File: src/rbpk_pkg.sv
// ----------------------------------------------------------------------------
// rbpk_pkg: shared types and constants for the rigid body kinematics unit
// Command codes, beat structs, body table words and the CORDIC angle table.
// ----------------------------------------------------------------------------
package rbpk_pkg;

	localparam logic [2:0] CMD_LOAD  = 3'd0;
	localparam logic [2:0] CMD_FORCE = 3'd1;
	localparam logic [2:0] CMD_VEL   = 3'd2;
	localparam logic [2:0] CMD_WORLD = 3'd3;
	localparam logic [2:0] CMD_READ  = 3'd4;

	// 1/K in Q2.30
	localparam logic signed [33:0] CORDIC_GAIN_INV = 34'sd652032874;

	typedef struct packed {
		logic [2:0]          cmd;
		logic [5:0]          body;
		logic signed [31:0]  point_x;
		logic signed [31:0]  point_y;
		logic signed [31:0]  force_x;
		logic signed [31:0]  force_y;
		logic signed [31:0]  load_pos_x;
		logic signed [31:0]  load_pos_y;
		logic [15:0]         load_angle;
		logic signed [31:0]  load_vel_x;
		logic signed [31:0]  load_vel_y;
		logic signed [31:0]  load_omega;
	} in_item_t;

	typedef struct packed {
		logic signed [31:0] result_x;
		logic signed [31:0] result_y;
		logic signed [31:0] result_torque;
	} result_t;

	typedef struct packed {
		logic signed [31:0] pos_x;
		logic signed [31:0] pos_y;
		logic [15:0]        angle;
		logic signed [31:0] vel_x;
		logic signed [31:0] vel_y;
		logic signed [31:0] omega;
	} kin_t;

	typedef struct packed {
		logic signed [31:0] force_x;
		logic signed [31:0] force_y;
		logic signed [31:0] torque;
	} acc_t;

	typedef struct packed {
		logic init;
		logic step;
	} cord_ctl_t;

	// arctan(2^-i), full turn = 2^32
	function automatic logic signed [32:0] atan_at(input logic [4:0] i);
		logic signed [32:0] v;
		unique case (i)
			5'd0:  v = 33'sd536870912;
			5'd1:  v = 33'sd316933406;
			5'd2:  v = 33'sd167458907;
			5'd3:  v = 33'sd85004756;
			5'd4:  v = 33'sd42667331;
			5'd5:  v = 33'sd21354465;
			5'd6:  v = 33'sd10679838;
			5'd7:  v = 33'sd5340245;
			5'd8:  v = 33'sd2670163;
			5'd9:  v = 33'sd1335087;
			5'd10: v = 33'sd667544;
			5'd11: v = 33'sd333772;
			5'd12: v = 33'sd166886;
			5'd13: v = 33'sd83443;
			5'd14: v = 33'sd41721;
			5'd15: v = 33'sd20860;
			5'd16: v = 33'sd10430;
			5'd17: v = 33'sd5215;
			5'd18: v = 33'sd2607;
			5'd19: v = 33'sd1303;
			5'd20: v = 33'sd651;
			5'd21: v = 33'sd325;
			5'd22: v = 33'sd162;
			5'd23: v = 33'sd81;
			5'd24: v = 33'sd40;
			5'd25: v = 33'sd20;
			5'd26: v = 33'sd10;
			5'd27: v = 33'sd5;
			5'd28: v = 33'sd2;
			5'd29: v = 33'sd1;
			default: v = 33'sd0;
		endcase
		return v;
	endfunction

	function automatic logic signed [31:0] sat32(input logic signed [67:0] v);
		logic signed [31:0] r;
		if (v > 68'sd2147483647) begin
			r = 32'sh7FFFFFFF;
		end else if (v < -68'sd2147483648) begin
			r = 32'sh80000000;
		end else begin
			r = v[31:0];
		end
		return r;
	endfunction

endpackage

File: src/rbpk_cordic.sv
// ----------------------------------------------------------------------------
// rbpk_cordic: iterative CORDIC rotation, one micro-rotation per step
// Produces cos and sin of a 16-bit binary angle in Q2.30.
// ----------------------------------------------------------------------------
module rbpk_cordic import rbpk_pkg::*; #(
	parameter int CORDIC_STEPS = 16
) (
	input  logic               clk,
	input  logic               arst_n,
	input  cord_ctl_t          ctl,
	input  logic [15:0]        angle,
	output logic signed [31:0] cos_v,
	output logic signed [31:0] sin_v,
	output logic               last
);

	logic signed [33:0] x_q, y_q;
	logic signed [32:0] z_q;
	logic               flip_q;
	logic [4:0]         i_q;

	logic [31:0]        z32;
	logic signed [32:0] z_in;
	logic               flip_in;
	logic signed [33:0] dx, dy;
	logic signed [32:0] at;

	assign z32     = {angle, 16'h0000};
	assign z_in    = {z32[31], z32};
	assign flip_in = (z_in > 33'sd1073741824) || (z_in < -33'sd1073741824);
	assign dx      = y_q >>> i_q;
	assign dy      = x_q >>> i_q;
	assign at      = atan_at(i_q);
	assign last    = (i_q == 5'(CORDIC_STEPS - 1));

	always_ff @(posedge clk or negedge arst_n) begin
		if (!arst_n) begin
			i_q <= '0;
		end else if (ctl.init) begin
			i_q <= '0;
		end else if (ctl.step) begin
			i_q <= i_q + 5'd1;
		end
	end

	always_ff @(posedge clk) begin
		if (ctl.init) begin
			x_q    <= CORDIC_GAIN_INV;
			y_q    <= '0;
			flip_q <= flip_in;
			// half-turn fold keeps the residual within +-90 degrees
			z_q    <= flip_in ? {~z32[31], ~z32[31], z32[30:0]} : z_in;
		end else if (ctl.step) begin
			if (!z_q[32]) begin
				x_q <= x_q - dx;
				y_q <= y_q + dy;
				z_q <= z_q - at;
			end else begin
				x_q <= x_q + dx;
				y_q <= y_q - dy;
				z_q <= z_q + at;
			end
		end
	end

	assign cos_v = 32'(flip_q ? -x_q : x_q);
	assign sin_v = 32'(flip_q ? -y_q : y_q);

endmodule

File: config.mk
export PLATFORM = sky130hd
export DESIGN_NAME = rbpk_cordic
export DESIGN_NICKNAME = d
export VERILOG_FILES = /design/src/rbpk_pkg.sv /design/src/rbpk_cordic.sv
export SDC_FILE = /design/constraint.sdc
export NUM_CORES = 1
export LEC_CHECK = 0
export BUFFER_PORTS_ARGS = -buffer_cell sky130_fd_sc_hd__buf_2
export CELL_PAD_IN_SITES_DETAIL_PLACEMENT = 0
export CELL_PAD_IN_SITES_GLOBAL_PLACEMENT = 2
export CORE_ASPECT_RATIO = 0.9
export CORE_UTILIZATION = 30
export CTS_BUF_LIST = sky130_fd_sc_hd__clkbuf_4 sky130_fd_sc_hd__clkbuf_8
export CTS_CLUSTER_DIAMETER = 150
export CTS_CLUSTER_SIZE = 12
export DETAILED_ROUTE_END_ITERATION = 12
export GPL_TIMING_DRIVEN = 0
export PLACE_DENSITY_LB_ADDON = 0.1
export SLEW_MARGIN = 20
export SYNTH_ARGS = -nofsm -noshare
export SYNTH_HDL_FRONTEND = slang
export SYNTH_SLANG_ARGS = --single-unit
File: constraint.sdc
create_clock -name clk -period 13.99 [get_ports clk]
set_input_delay 2.798 -clock clk [delete_from_list [all_inputs] [get_ports clk]]
set_output_delay 2.798 -clock clk [all_outputs]
set_load 0.02 [all_outputs]
==> out/qor.csv, run 1 <==
stage;metric;value;unit
pwr;clock share of power;5.0;%
die;I/O pin total;85;
critical_path;critical path's slowest cell;buf_1;
pwr;maximum VDD drop;0.1324;mV
sta;worst-margin pin slew;1.290;ns
detailed_routing;number of remaining DRC errors;0;
detailed_routing;drt wl/cell;32.32;um
pwr;combinational share of power;83.3;%
die;row count;84;
synth;Async SR Flop Fraction;4.673;%
place;post-DP HPWL;79.51;mm
finish;Nets;2433;
critical_path;slowest cell delay on critical path;0.97;ns
synth;Synth area leader;xnor2_1;
finish;share of cells above drive strength 1;13.68;%
clock_tree;# resized after CTS;0;
grt;GRT met2 Usage;48.23;%
die;total die area;60110;sq um
synth;number of synthesized flops with an enable pin;34;
grt;most used routing layer;met2;
sta;clk_skew;0.02235;ns
synth;synth warn;0;
sta;Final Hold Viols;0;
synth;post-synthesis sequential area ratio;14.13;%
synth;Netlist cell types;101;
detailed_routing;vias;18912;
synth;Top FF cell, synth;dfxtp_1;
clock_tree;Max Root-Sink Buffers;2;
finish;area of the multi-input gates;14000;sq um
die;core footprint;58440;sq um
finish;Filler cells;6370;
critical_path;WP depth;27;
finish;final instance area;19440;sq um
detailed_routing;Routed WL;99.57;mm
grt;first-pass GRT wire length;138.7;mm
pwr;cell-internal power;2224;uW
sta;fmax;108.3;MHz
synth;Synth top area share;7.949;%
detailed_routing;Via density;6.138;
critical_path;crit path kind;reg -> reg;
critical_path;CP Capture Type;flop;
critical_path;RR Startpoint;i_q[1];
detailed_routing;Antenna Nets Post-Route;0;
die;DIE WIDTH;258.3;um
critical_path;Startpoint Class;flop;
sta;Worst Hold Margin;0.5599;ns
synth;post-synthesis cell area;17740;sq um
critical_path;crit path DAT;9.47;ns
grt;Overall Global Routing Usage;32.74;%
finish;fin cells;3081;
pwr;Leakage;0.007984;uW
clock_tree;CTS tree;built;
place;Post-Place Cells;3060;
finish;sequential cell area;2507;sq um
place;port buffer count;84;
clock_tree;Clock transition at path regs;0.13;ns
clock_tree;post-CTS setup buffer count;0;
sta;setup TNS;0;ns
grt;grt total ovfl;0;
pwr;Switch Pwr;2883;uW
min_path;Hold Startpoint;y_q[0];
sta;crit share post-route;66.01;%
grt;vias in the first global route;17865;
critical_path;Worst Path Required;14.23;ns
clock_tree;hold_buf cts;0;
synth;synthesized instance count;2199;
sta;Slew HR;13.79;%
job;max cap viols;0;
clock_tree;root buf cell;clkbuf_8;
min_path;hold path depth;2;
clock_tree;latest clock arrival within the worst-skew pair;0.49;ns
min_path;HP Class;reg -> reg;
clock_tree;Num CTS Buffers;9;
sta;post-layout minimum cycle time;9.234;ns
pwr;sequential power share;11.7;%
grt;largest net degree at the start of global routing;22;
critical_path;family with the most delay on the worst path;simple AND/OR/NAND/NOR gates;
finish;Syn-to-layout area delta;9.571;%
critical_path;Worst Path Buf+Inv;5;
synth;Synth Net Count;2334;
sta;RSZ-0062 raised after global routing;no;
synth;synthesized area per cell;8.067;sq um
die;Die H;232.7;um
place;routability congestion estimate;1.093;
detailed_routing;first drt pass iteration count;6;
place;Placed Area;19190;sq um
detailed_routing;Detailed Route Iter0 Violations;2239;
die;Initial Util;30.36;%
sta;final setup violation count;0;
grt;M3 GR Usage;7.658;%
critical_path;Crit. Startpoint;i_q[1];
clock_tree;TritonCTS Sinks;107;
pwr;Sw Ratio;56.45;%
run_status;status;finished, final reports clean;
critical_path;FF-to-FF path depth;27;
grt;initial antenna violation count;6;
pwr;Power Density;262.7;nW/um^2
critical_path;CP Max Fanout;12;
sta;Max Slew Vio Count;0;
grt;met1 Use GR;45.01;%
synth;Seq cells post-synth;107;
clock_tree;H-tree levels;3;
synth;largest cells by area after synthesis;xnor2_1 7.9%, ha_1 7.9%, dfxtp_1 7.7%;
-- cells in the mapped netlist, drive strengths merged (9+ instances only) --
master	number
ha	112
buf	82
o21a	22
inv	48
mux4	67
o21ai	145
nand2b	29
o41ai	14
nor4	13
edfxtp	34
and2	18
a21oi	150
nand3	32
o21bai	17
nand4	13
xnor2	161
mux2i	90
xor2	76
o211ai	15
o31ai	21
a22oi	16
o22ai	24
mux2	40
a21o	55
nor2	199
nor2b	23
and3	21
clkbuf	89
or3	12
a221oi	9
or4	13
nor3	36
or2	12
a211oi	35
dfxtp	68
a31oi	35
nand2	215
-- sequential cells by signal, indices dropped and copies added, names as in the netlist --
| register | flops |
|---|---|
| x_q | 34 |
| y_q | 34 |
| flip_q | 1 |
| i_q | 5 |
| z_q | 33 |
-- power by group through the flow --
stage / combinational [uW] / clock (uW) / sequential, uW
2_1_floorplan: 3040 / 0 / 534
3_3_place_gp: 4180 / 0 / 598
3_5_place_dp: 4170 / 0 / 601
4_1_cts: 4200 / 270 / 593
5_1_grt: 4610 / 274 / 610
6_report: 4250 / 258 / 598
-- per-stage QoR --
stage / power [uW] / utilization, % / setup WS, ns
4_1_cts: 5065 / 33.23 / 5.021
2_1_floorplan: 3571 / - / 7.876
3_3_place_gp: 4776 / 32.73 / 4.957
3_5_place_dp: 4775 / 32.84 / 5.111
6_report: 5107 / 33.26 / 4.756
5_1_grt: 5498 / 33.25 / 4.434
-- layout make-up --
cell class	instances	share of cell area, %
clock inverters	7	0.5407
diodes	4	0.05150
repair buffers	88	2.446
well taps	774	4.982
inverters	50	0.9656
multi-input cells	1868	72.05
flip-flops and latches	107	12.90
clock buffers	9	0.6373
plain buffers	174	5.426
-- worst reg2reg max path, delay by kind of cell, from the launching register on --
family	cells	cell delay, ns
simple gates	9	2.94
compound gates	9	2.19
buf+inv	5	2.15
fa+ha+maj	2	0.77
flops	1	0.61
xor+xnor	2	0.32
-- per-layer routing --
metal  routed length [um]  up-vias
li1                     -     8379
met3                 8336      190
met1                44970     9406
met4                 4863        2
met2                41390      935
met5                   11        -
-- worst paths after layout --
check	to	slack, ns
max	z_q[31]	4.76
min	y_q[0]	0.56
max reg2reg	z_q[31]	4.76
min reg2reg	y_q[0]	0.56
max in group asynchronous	i_q[3]	11.73
min in group asynchronous	i_q[0]	2.10
-- kinds of logic after synthesis --
| family | share of synthesized area (%) |
|---|---|
| AOI/OAI and AO/OA | 24.09 |
| xor gates and xnor gates | 11.70 |
| DFF | 14.13 |
| adders and majority gates | 8.238 |
| and+or+nand+nor | 18.18 |
| muxes | 16.69 |
| buffers and inverters | 6.969 |
-- cell usage in the layout, fill, tap and decap left out, types with 35 or more instances in the layout --
cell        n
buf_2     116
a31oi_1    35
nor2_1    195
nand2_1   215
mux2_2     39
a21oi_1   149
xnor2_1   161
dfxtp_1    68
a21o_1     55
o21ai_0   144
xor2_1     76
inv_1      46
mux2i_1    90
ha_1      112
mux4_2     41
clkbuf_1   78
Power figures use the tool's default switching activity.
==> run 2: changes to the inputs <==
==> constraint.sdc (replaced) <==
create_clock -name clk -period 7.93 [get_ports clk]
set_input_delay 1.586 -clock clk [delete_from_list [all_inputs] [get_ports clk]]
set_output_delay 1.586 -clock clk [all_outputs]
set_load 0.02 [all_outputs]
==> out/qor.csv, run 2 (synthesis gave the netlist of run 1 again) <==
stage;metric;value;unit
detailed_routing;Via density;6.111;
sta;final setup violation count;0;
critical_path;Startpoint Class;flop;
critical_path;critical path's slowest cell;dfrtp_2;
grt;vias in the first global route;17846;
clock_tree;Max Root-Sink Buffers;2;
detailed_routing;number of remaining DRC errors;0;
critical_path;CP Max Fanout;12;
pwr;Leakage;0.008008;uW
detailed_routing;Routed WL;99.39;mm
critical_path;crit path DAT;7.86;ns
die;total die area;60110;sq um
sta;Final Hold Viols;0;
clock_tree;CTS tree;built;
finish;area of the multi-input gates;14050;sq um
place;pre-CTS setup slack;-0.9486;ns
finish;most common cell after layout, fill and taps aside;nand2_1;
critical_path;Worst Path Buf+Inv;4;
critical_path;RR Startpoint;i_q[1];
job;max cap viols;0;
sta;Max Slew Vio Count;0;
finish;final instance area;19500;sq um
finish;highest-count cells in the layout ignoring fill and taps;215 x nand2_1, 195 x nor2_1, 161 x xnor2_1, 149 x a21oi_1, 144 x o21ai_0;
sta;Slew HR;18.06;%
clock_tree;TritonCTS Sinks;107;
clock_tree;Num CTS Buffers;9;
clock_tree;root buf cell;clkbuf_8;
finish;sequential cell area;2509;sq um
grt;Overall Global Routing Usage;32.68;%
place;Placed Area;19190;sq um
place;routability congestion estimate;1.093;
die;Die H;232.7;um
detailed_routing;first drt pass iteration count;8;
clock_tree;H-tree levels;3;
pwr;maximum VDD drop;0.2337;mV
finish;Filler cells;6368;
clock_tree;Clock transition at path regs;0.13;ns
pwr;Power Density;463.2;nW/um^2
critical_path;CP Capture Type;flop;
clock_tree;latest clock arrival within the worst-skew pair;0.49;ns
grt;initial antenna violation count;5;
critical_path;Crit. Startpoint;i_q[1];
finish;Nets;2432;
grt;largest net degree at the start of global routing;22;
clock_tree;hold_buf cts;0;
sta;post-layout minimum cycle time;7.622;ns
detailed_routing;Antenna Nets Post-Route;0;
detailed_routing;vias;18823;
critical_path;Worst Path Required;8.17;ns
min_path;Hold Startpoint;y_q[0];
sta;slack of the critical path;0.3084;ns
critical_path;crit path kind;reg -> reg;
sta;worst-margin pin slew;1.195;ns
finish;Syn-to-layout area delta;9.917;%
sta;clk_skew;0.02295;ns
place;port buffer count;84;
critical_path;family with the most delay on the worst path;simple AND/OR/NAND/NOR gates;
place;post-DP HPWL;79.51;mm
run_status;status;finished, final reports clean;
min_path;HP Class;reg -> reg;
sta;RSZ-0062 raised after global routing;no;
sta;crit share post-route;96.11;%
die;I/O pin total;85;
grt;grt total ovfl;0;
die;Initial Util;30.36;%
critical_path;cell mode on critical path;o21ai_0;
sta;fmax;131.2;MHz
finish;share of cells above drive strength 1;14.21;%
finish;top flop regs;x_q (34), y_q (34), z_q (33);
critical_path;slowest cell delay on critical path;0.55;ns
die;row count;84;
die;core footprint;58440;sq um
detailed_routing;Detailed Route Iter0 Violations;2040;
grt;first-pass GRT wire length;138.6;mm
detailed_routing;drt wl/cell;32.27;um
die;DIE WIDTH;258.3;um
[run 2: changes by cell type in the layout (fill, tap and decap cells not counted), sizes merged]
cell | previous run | this run
clkbuf | 98 | 99
buf | 170 | 168
[run 2: final timing paths]
check | end | slack, ns | cells after the start
worst max-delay path | z_q[32] | 0.31 | 26
worst min-delay path | y_q[0] | 0.56 | 2
worst max register to register | z_q[32] | 0.31 | 26
worst min register to register | y_q[0] | 0.56 | 2
max in group asynchronous | i_q[1] | 6.86 | 1
min in group asynchronous | i_q[0] | 0.89 | 1
[run 2: where the power goes]
part / switching (uW) / leakage [uW] / internal [uW]
logic: 4590 / 0.00691 / 2930
clock network: 272 / 0.000112 / 183
registers: 236 / 0.000988 / 817
total: 5100 / 0.00801 / 3930
[run 2: area by class of cell]
cell class	instances	area share (%)
Buffer	172	5.441
Timing Repair Buffer	89	2.477
Clock buffer	9	0.6353
Sequential cell	107	12.87
Clock inverter	7	0.5390
Antenna cell	4	0.05133
Tap cell	774	4.967
Multi-Input combinational cell	1868	72.06
Inverter	50	0.9625
[run 2: through the flow]
step / std cells / hold slack (ns) / power [uW] / TNS [ns] / util (%)
final: 3080 / 0.5607 / 9031 / 0 / 33.37
after global routing: 3076 / 0.6359 / 9719 / 0 / 33.35
after CTS: 3075 / 0.5638 / 8940 / 0 / 33.26
after detailed placement: 3060 / 0.5492 / 8423 / -6.830 / 32.84
after global placement: 3057 / 0.5274 / 8427 / -10.59 / 32.73
after floorplan: 2199 / 0.4785 / 6300 / 0 / -
[run 2: worst reg2reg max path: stages (launching register included)]
cell      delay [ns]
dfrtp_2         0.55
buf_6           0.21
inv_2           0.22
buf_4           0.34
buf_6           0.28
ha_1            0.34
nor2b_1         0.36
o21ai_0         0.18
a22oi_2         0.36
or3b_1          0.44
or4_1           0.55
nor3_1          0.25
and3_1          0.21
and3_1          0.28
nor2_2          0.19
xor2_2          0.29
ha_1            0.35
nand2_1         0.06
nor2_1          0.25
a32o_1          0.25
o21ai_0         0.11
and2_1          0.23
a211oi_1        0.47
o311ai_0        0.25
nand2b_1        0.13
xor2_1          0.13
o21ai_0         0.09
[run 2: what timing repair did]
item,4_1_cts,5_1_grt
resized for setup,10,12
endpoints found under the setup margin,23,14
pin swaps,0,2
setup buffers,0,1
cloned,0,0
[run 2: per-layer routing]
metal  vias up  track usage (%)  routed length, um
li1       8369                -                  -
met3       171            6.830               8240
met2       941            48.47              41420
met4         2            13.59               4503
met1      9340            45.54              45210
met5         -                0                 12
==> run 3: changes to the inputs <==
--- a/config.mk
+++ b/config.mk
@@ -5,14 +5,13 @@
 export SDC_FILE = /design/constraint.sdc
 export NUM_CORES = 1
 export LEC_CHECK = 0
-export BUFFER_PORTS_ARGS = -buffer_cell sky130_fd_sc_hd__buf_2
+export BUFFER_PORTS_ARGS = -buffer_cell sky130_fd_sc_hd__buf_4
 export CELL_PAD_IN_SITES_DETAIL_PLACEMENT = 0
 export CELL_PAD_IN_SITES_GLOBAL_PLACEMENT = 2
 export CORE_ASPECT_RATIO = 0.9
 export CORE_UTILIZATION = 30
 export CTS_BUF_LIST = sky130_fd_sc_hd__clkbuf_4 sky130_fd_sc_hd__clkbuf_8
 export CTS_CLUSTER_DIAMETER = 150
-export CTS_CLUSTER_SIZE = 12
 export DETAILED_ROUTE_END_ITERATION = 12
 export GPL_TIMING_DRIVEN = 0
 export PLACE_DENSITY_LB_ADDON = 0.1
==> out/qor.csv, run 3 (synthesis gave the netlist of run 1 again) <==
stage;metric;value;unit
place;routability congestion estimate;1.079;
critical_path;crit path kind;reg -> reg;
finish;top flop regs;x_q (34), y_q (34), z_q (33);
finish;final instance area;19640;sq um
clock_tree;CTS tree;built;
finish;Nets;2431;
finish;highest-count cells in the layout ignoring fill and taps;215 x nand2_1, 197 x nor2_1, 161 x xnor2_1, 149 x a21oi_1, 144 x o21ai_0;
place;Placed Area;19370;sq um
grt;first-pass GRT wire length;139.5;mm
grt;vias in the first global route;17853;
clock_tree;latest clock arrival within the worst-skew pair;0.49;ns
sta;worst-margin pin slew;1.327;ns
pwr;Power Total;9099;uW
critical_path;Startpoint Class;flop;
sta;Slew HR;11.53;%
finish;most common cell after layout, fill and taps aside;nand2_1;
clock_tree;TritonCTS Sinks;107;
finish;Syn-to-layout area delta;10.69;%
clock_tree;Max Root-Sink Buffers;2;
detailed_routing;number of remaining DRC errors;0;
sta;crit share post-route;95.83;%
detailed_routing;first drt pass iteration count;6;
sta;final setup violation count;0;
detailed_routing;Routed WL;100.3;mm
clock_tree;Clock transition at path regs;0.14;ns
grt;grt total ovfl;0;
clock_tree;hold_buf cts;0;
place;port buffer count;84;
critical_path;Worst Path Required;8.27;ns
sta;Max Slew Vio Count;0;
sta;setup TNS;0;ns
grt;Overall Global Routing Usage;33.11;%
clock_tree;Num CTS Buffers;9;
critical_path;CP Capture Type;flop;
sta;Final Hold Viols;0;
sta;RSZ-0062 raised after global routing;no;
detailed_routing;drt wl/cell;32.60;um
die;I/O pin total;85;
grt;initial antenna violation count;3;
pwr;Power Density;463.4;nW/um^2
die;Die H;232.7;um
sta;post-layout minimum cycle time;7.600;ns
grt;largest net degree at the start of global routing;29;
clock_tree;root buf cell;clkbuf_8;
clock_tree;H-tree levels;3;
detailed_routing;vias;18727;
critical_path;RR Startpoint;i_q[0];
run_status;status;finished, final reports clean;
sta;fmax;131.6;MHz
sta;Worst Hold Margin;0.5449;ns
critical_path;crit path DAT;7.94;ns
place;post-DP HPWL;80.30;mm
detailed_routing;Antenna Nets Post-Route;0;
place;pre-CTS setup slack;-0.9088;ns
sta;clk_skew;0.02164;ns
pwr;maximum VDD drop;0.2648;mV
sta;slack of the critical path;0.3305;ns
critical_path;Crit. Startpoint;i_q[0];
detailed_routing;Via density;6.084;
min_path;Hold Startpoint;y_q[0];
die;core footprint;58440;sq um
job;max cap viols;0;
die;total die area;60110;sq um
die;DIE WIDTH;258.3;um
detailed_routing;Detailed Route Iter0 Violations;1898;
die;row count;84;
die;Initial Util;30.36;%
critical_path;CP Max Fanout;10;
pwr;Leakage;0.008044;uW
finish;share of cells above drive strength 1;14.04;%
min_path;HP Class;reg -> reg;
## run 3: cell types whose count changed in the layout (fill, tap and decap cells not counted), sizes merged
cell    before  now
diode        4    3
bufinv       2    0
inv         51   52
clkbuf      99  100
buf        168  167
## run 3: path summary, 6_finish.rpt
path | endpoint | slack (ns) | depth (start not counted)
setup / recovery | x_q[26] | 0.33 | 22
hold / removal | y_q[0] | 0.54 | 2
setup reg to reg | x_q[26] | 0.33 | 22
hold reg to reg | y_q[0] | 0.54 | 2
max in group asynchronous | i_q[1] | 6.91 | 1
min in group asynchronous | i_q[0] | 0.88 | 1
## run 3: metal layers
layer  wire, um  vias up  track usage, %  part of all wire [%]
li1           -     8370               -                     -
met1      45180     9281           45.37                    45
met2      41140      896           47.96                    41
met3       8511      180           7.865                   8.5
met4       5512        0           16.83                   5.5
met5          0        -               0                     0
## run 3: worst max-delay path: stages, from the launching register on
cell	delay, ns
dfrtp_1	0.55
buf_6	0.24
buf_6	0.23
buf_6	0.22
buf_2	0.38
mux2_2	0.40
mux2i_1	0.19
o221ai_1	0.18
nor3_2	0.52
ha_1	0.47
nor2_1	0.09
xnor2_1	0.46
ha_1	0.37
a21o_1	0.20
a21oi_1	0.54
o21ai_0	0.37
a2111oi_1	0.76
nor3_1	0.13
or3b_2	0.50
a21o_1	0.20
a21oi_1	0.16
xor2_1	0.16
o21ai_0	0.09
## run 3: area by class of cell
type / instances / area, sq um
buffer: 172 / 1054
multi-input combinational: 1868 / 14050
antenna: 3 / 7.507
timing repair buffer: 88 / 670.6
sequential: 107 / 2509
clock buffer: 10 / 131.4
clock inverter: 6 / 56.30
inverter: 50 / 187.7
fill: 6376 / 38800
tap: 774 / 968.4
## run 3: power by group
group | total, uW | leakage [uW] | switching [uW] | internal [uW]
logic | 7650 | 0.00696 | 4630 | 3020
clock network | 392 | 0.0000948 | 266 | 125
registers | 1060 | 0.000988 | 240 | 818
total | 9100 | 0.00804 | 5130 | 3970
## run 3: what timing repair did
item	4_1_cts	5_1_grt
gates resized for setup	11	10
pin swaps	0	1
endpoints found under the setup margin	27	23
hold endpoints to repair	0	0
setup buffers	0	2
## run 3: through the flow
step / util [%] / cells
floorplan: - / 2199
global placement: 33.09 / 3057
finish: 33.60 / 3078
detailed placement: 33.15 / 3059
global route: 33.59 / 3075
CTS: 33.52 / 3074
